File: config.mk
export PLATFORM = sky130hd
export DESIGN_NAME = rxs_ctrl
export DESIGN_NICKNAME = d
export VERILOG_FILES = /design/src/rtl/record_exchange_sort_macros.svh /design/src/rtl/rxs_pkg.sv /design/src/rtl/rxs_ctrl.sv
export SDC_FILE = /design/constraint.sdc
export NUM_CORES = 1
export LEC_CHECK = 0
export ABC_AREA = 1
export BUFFER_PORTS_ARGS = -buffer_cell sky130_fd_sc_hd__buf_4
export CAP_MARGIN = 20
export CORE_MARGIN = 5
export CORE_UTILIZATION = 55
export CTS_CLUSTER_DIAMETER = 40
export DETAILED_ROUTE_END_ITERATION = 16
export PLACE_DENSITY = 0.85
export SKIP_LAST_GASP = 1
export SLEW_MARGIN = 15
export SYNTH_ARGS = -nofsm -noshare
export SYNTH_HDL_FRONTEND = slang
export SYNTH_SLANG_ARGS = --single-unit
File: constraint.sdc
create_clock -name clk -period 3.3 [get_ports clk]
set_input_delay 0.165 -clock clk [delete_from_list [all_inputs] [get_ports clk]]
set_output_delay 0.165 -clock clk [all_outputs]
set_load 0.02 [all_outputs]
File: src/rtl/record_exchange_sort_macros.svh
// Assertion macros shared by the record exchange sort RTL.
// Included by the top level; depends on nothing else.
`ifndef RECORD_EXCHANGE_SORT_MACROS_SVH
`define RECORD_EXCHANGE_SORT_MACROS_SVH

// same-cycle implication, disabled during reset
`define RXS_ASSERT_IMPLY(label, clk, rst, ante, cons) \
  label: assert property (@(posedge clk) disable iff (rst) (ante) |-> (cons)) \
    else $error("record_exchange_sort: assertion failed");

// next-cycle implication, disabled during reset
`define RXS_ASSERT_NEXT(label, clk, rst, ante, cons) \
  label: assert property (@(posedge clk) disable iff (rst) (ante) |=> (cons)) \
    else $error("record_exchange_sort: assertion failed");

`endif

File: src/rtl/rxs_pkg.sv
// Package for the record exchange sort: widths, defaults, request opcodes
// and the controller-to-datapath command struct. No dependencies.
package rxs_pkg;

  localparam int ENTRIES_DEF     = 64;
  localparam int TITLE_BYTES_DEF = 20;
  localparam int CMD_W           = 2;
  localparam int SEL_W           = 2;
  localparam int WORD_W          = 64;
  localparam int VALUE_W         = 32;
  localparam int RECORD_W        = 6;

  typedef enum logic [CMD_W-1:0] {
    OP_LOAD_TITLE = 2'd0,
    OP_LOAD_VALUE = 2'd1,
    OP_SORT       = 2'd2,
    OP_UNUSED     = 2'd3
  } op_t;

  typedef struct packed {
    logic title_we;
    logic value_we;
    logic perm_we;
    logic perm_wsel_pi;
    logic perm_re;
    logic key_re;
    logic cap_pi;
    logic cap_key_i;
    logic swap;
  } rxs_cmd_t;

endpackage

File: src/rtl/rxs_ctrl.sv
// Controller for the record exchange sort: request decode, record count,
// sort loop counters and result strobes. Depends on rxs_pkg.
module rxs_ctrl #(
  parameter int ENTRIES     = rxs_pkg::ENTRIES_DEF,
  parameter int TITLE_BYTES = rxs_pkg::TITLE_BYTES_DEF
) (
  input  logic                       clk,
  input  logic                       rst,
  input  logic                       start,
  input  logic [rxs_pkg::CMD_W-1:0]  command,
  input  logic [rxs_pkg::SEL_W-1:0]  word_select,
  input  logic                       key_greater,
  output logic                       busy,
  output logic                       result_valid,
  output logic                       last,
  output rxs_pkg::rxs_cmd_t          cmd,
  output logic [$clog2(ENTRIES)-1:0] rec_addr,
  output logic [$clog2(ENTRIES)-1:0] perm_waddr,
  output logic [$clog2(ENTRIES)-1:0] perm_raddr
);

  localparam int AW = $clog2(ENTRIES);
  localparam int CW = $clog2(ENTRIES + 1);
  localparam int TW = (TITLE_BYTES + 7) / 8;
  localparam int SW = rxs_pkg::SEL_W;

  typedef enum logic [3:0] {
    IDLE, INIT, OUTER_RD, OUTER_KEY, OUTER_CAP,
    INNER_RD, INNER_KEY, INNER_CMP, OUTER_END, EMIT
  } state_t;

  state_t          state;
  logic [CW-1:0]   count;
  logic [AW-1:0]   last_idx;
  logic [AW-1:0]   i;
  logic [AW-1:0]   j;
  logic [AW-1:0]   k;
  rxs_pkg::op_t    op;
  logic            has_room;

  assign op       = rxs_pkg::op_t'(command);
  assign has_room = count < CW'(ENTRIES);
  assign busy     = state != IDLE;
  assign rec_addr = count[AW-1:0];

  always_comb begin
    cmd        = '0;
    perm_waddr = k;
    perm_raddr = k;
    unique case (state)
      IDLE: begin
        if (start) begin
          unique case (op)
            rxs_pkg::OP_LOAD_TITLE: cmd.title_we = has_room && (word_select < SW'(TW));
            rxs_pkg::OP_LOAD_VALUE: cmd.value_we = has_room;
            rxs_pkg::OP_SORT, rxs_pkg::OP_UNUSED: ;
          endcase
        end
      end
      INIT: cmd.perm_we = 1'b1;
      OUTER_RD: begin
        cmd.perm_re = 1'b1;
        perm_raddr  = i;
      end
      OUTER_KEY: begin
        cmd.key_re = 1'b1;
        cmd.cap_pi = 1'b1;
      end
      OUTER_CAP: cmd.cap_key_i = 1'b1;
      INNER_RD: begin
        cmd.perm_re = 1'b1;
        perm_raddr  = j;
      end
      INNER_KEY: cmd.key_re = 1'b1;
      INNER_CMP: begin
        cmd.swap         = key_greater;
        cmd.perm_we      = key_greater;
        cmd.perm_wsel_pi = 1'b1;
        perm_waddr       = j;
      end
      OUTER_END: begin
        cmd.perm_we      = 1'b1;
        cmd.perm_wsel_pi = 1'b1;
        perm_waddr       = i;
      end
      EMIT: cmd.perm_re = 1'b1;
      default: ;
    endcase
  end

  always_ff @(posedge clk) begin
    if (rst) begin
      state        <= IDLE;
      count        <= '0;
      result_valid <= 1'b0;
      last         <= 1'b0;
    end else begin
      result_valid <= state == EMIT;
      last         <= (state == EMIT) && (k == last_idx);
      unique case (state)
        IDLE: begin
          if (start) begin
            unique case (op)
              rxs_pkg::OP_LOAD_VALUE: begin
                if (has_room) count <= count + CW'(1);
              end
              rxs_pkg::OP_SORT: begin
                if (count != '0) begin
                  last_idx <= AW'(count - CW'(1));
                  k        <= '0;
                  state    <= INIT;
                end
              end
              rxs_pkg::OP_LOAD_TITLE, rxs_pkg::OP_UNUSED: ;
            endcase
          end
        end
        INIT: begin
          if (k != last_idx) begin
            k <= k + AW'(1);
          end else if (last_idx == '0) begin
            k     <= '0;
            state <= EMIT;
          end else begin
            i     <= '0;
            state <= OUTER_RD;
          end
        end
        OUTER_RD:  state <= OUTER_KEY;
        OUTER_KEY: state <= OUTER_CAP;
        OUTER_CAP: begin
          j     <= i + AW'(1);
          state <= INNER_RD;
        end
        INNER_RD:  state <= INNER_KEY;
        INNER_KEY: state <= INNER_CMP;
        INNER_CMP: begin
          if (j == last_idx) begin
            state <= OUTER_END;
          end else begin
            j     <= j + AW'(1);
            state <= INNER_RD;
          end
        end
        OUTER_END: begin
          if (i == last_idx - AW'(1)) begin
            k     <= '0;
            state <= EMIT;
          end else begin
            i     <= i + AW'(1);
            state <= OUTER_RD;
          end
        end
        EMIT: begin
          k <= k + AW'(1);
          if (k == last_idx) begin
            count <= '0;
            state <= IDLE;
          end
        end
        default: state <= IDLE;
      endcase
    end
  end

endmodule

==> qor.txt <==
Status: completed
Clk pin slew, worst setup/hold paths: 0.07 ns
Routed vias: 2,456
Sum Neg Setup Slack: 0 ns
Hold crit path type: in2reg
Rel. slew slack: 47.31%
Die ar.: 0.006343 mm^2
Worst hold slack: 0.1726 ns
Clk Latency, worst-skew pair: 0.29 ns
Clock H-tree levels: 2
Synthesis Warnings: 0
Worst-path fanout max: 12
Number of post-CTS setup repair buffers: 0
Tightest Pin Transition: 0.7843 ns
Syn Nets: 381
Post-Route WL: 6526 um
DR iter-0 viols: 207
Synth area leader: edfxtp_1
Cts repair resizes: 0
Clock sink count: 37
#FFs+latches synth: 37
Yosys top cell area share: 27.02%
Max-cap violations: 0
Most frequent cell after synthesis: nand2_1
P per Cell Area: 362.2 mW/mm^2
LEAKAGE: 1.394 nW
Max Buffers Root-to-Sink: 2
Antenna violations before repair: 0
Largest net degree at the start of global routing: 18
Final Hold Viols: 0
Post-DP Area: 0.002939 mm^2
Syn Area/Cell: 7.288 um^2
Setup Skew: 0.005971 ns
Place WS: 1.210 ns
HPWL Detailed: 4996 um
Final period util: 70.85%
Row count: 25
Top post-synthesis cells by area: edfxtp_1, nand2_1, dfxtp_1, nor2_1, inv_1
Drt pass-1 iters: 6
Kind of critical path: reg2out
Total Routing Usage GR: 21.48%
Num CTS Buffers: 5
Asr flop ratio synth: 0%
Netlist cell types: 35
Sequential element share of the synthesized area: 36.77%
Required @ worst endpoint: 3.13 ns
Core area: 0.004723 mm^2
Fin nets: 410
RSZ-0062 raised after global routing: no
Number of flops mapped to enable cells by yosys: 24
Antenna diodes: 0
Initial core utilization: 56.48%
Vias in the first global route: 2,250
Setup crit end kind: output pin
Filler instances: 418
Main synth FF type: edfxtp_1
Max VDD drop: 0.0002404 V
Critical Path AT: 2.17 ns
Die X-Extent: 79.64 um
Post-Syn Instances: 366
I/O Buffers: 37
TritonCTS clock tree: built
DR vias/cell: 5.305
Post-Syn Area: 0.002668 mm^2
# hold bufs at CTS: 0
Achievable frequency: 427.7 MHz
Fin. max-slew vios: 0
Worst setup margin: 0.9618 ns
GP Congestion: 0.9041
Drc violations: 0
Tmin final: 2.338 ns
Chip height: 79.64 um
Global-route wire length before repair: 10,540 um
Proportion of layout cells with a drive suffix above 1: 16.16%
Total gr overflow: 0
Area growth syn-to-layout: 13.27%
Synth cell count leaders: nand2_1, nor2_1, inv_1
Design Area, Final: 0.003022 mm^2
CP Launch Type: flop
Post-Route Utilization: 63.97%
Post-DR wirelength/cell: 14.10 um
# IOs: 38
Final setup violation count: 0
Post-route ant nets: 0
Root buffer cell: clkbuf_8
## sequential cells by signal (all words and copies together) (netlist names)
register,count
count,7
i,6
j,6
k,6
last_idx,6
state,4
last,1
result_valid,1
## cell usage in the layout, fill, tap and decap left out, types with 2 or more instances in the layout
cell type	n
clkbuf_8	5
o221ai_1	11
edfxtp_1	24
a21oi_1	13
ha_1	7
dfxtp_1	13
xnor2_1	7
nor2_2	3
nor2_1	49
nand2_1	96
nand4_1	5
inv_1	43
buf_4	37
nor3b_1	2
xor2_1	16
a21oi_2	3
inv_2	6
nand3_1	20
nor3_1	10
o21ai_2	2
clkinv_2	2
o21ai_0	9
## stage by stage
stage	std cells	power, W
2_1_floorplan	366	0.0007208
3_3_place_gp	455	0.0007981
3_5_place_dp	455	0.0008015
4_1_cts	463	0.001103
5_1_grt	463	0.001152
6_report	463	0.001094
## layer usage
metal	global-route usage [%]	up-vias	wire length [um]
met3	4.515	14	472
met2	33.56	98	2926
met1	28.25	1091	2977
met5	0	-	0
li1	-	1253	-
met4	10.14	0	151
## final cells by class
class | instances | area (um^2) | share of cell area, %
Tap cell | 67 | 83.83 | 2.774
Multi-Input combinational cell | 264 | 1409 | 46.63
Sequential cell | 37 | 980.9 | 32.46
Timing Repair Buffer | 37 | 277.8 | 9.193
Clock buffer | 6 | 72.57 | 2.402
Inverter | 50 | 187.7 | 6.211
Clock inverter | 2 | 10.01 | 0.3313
## where the power goes
group          switching (W)  internal, W
clock               0.000156     0.000146
sequential         0.0000238     0.000518
combinational       0.000156    0.0000947
total               0.000336     0.000758
## kinds of logic (layout without fill, tap and decap cells)
| kind of cell | Yosys count | in the layout | share of synthesized area [%] |
|---|---|---|---|
| and+or+nand+nor | 191 | 191 | 30.72 |
| DFF | 37 | 37 | 36.77 |
| AOI/OAI and AO/OA | 43 | 43 | 11.26 |
| adders and majority gates | 7 | 7 | 3.283 |
| xor gates and xnor gates | 23 | 23 | 7.551 |
| buffers and inverters | 65 | 95 | 10.41 |
## worst max-delay path, cell delays in order (launching register included)
cell and delay, ns:
dfxtp_1 0.41, nor2_1 0.07, nand2_1 0.37, inv_1 0.20, nor2_1 0.43, nand2_1 0.10
o221ai_1 0.10, buf_4 0.19
## path summary, 6_finish.rpt
kind                                   from             to  slack [ns]  cells after the start
worst min-delay path                    rst       state[2]        0.17                      2
worst max register to register  last_idx[0]           k[4]        1.14                     11
worst min register to register     count[0]       count[0]        0.51                      2
worst max-delay path               state[1]  perm_waddr[2]        0.96                      7
Note: power is estimated with default switching activity, not from simulation.
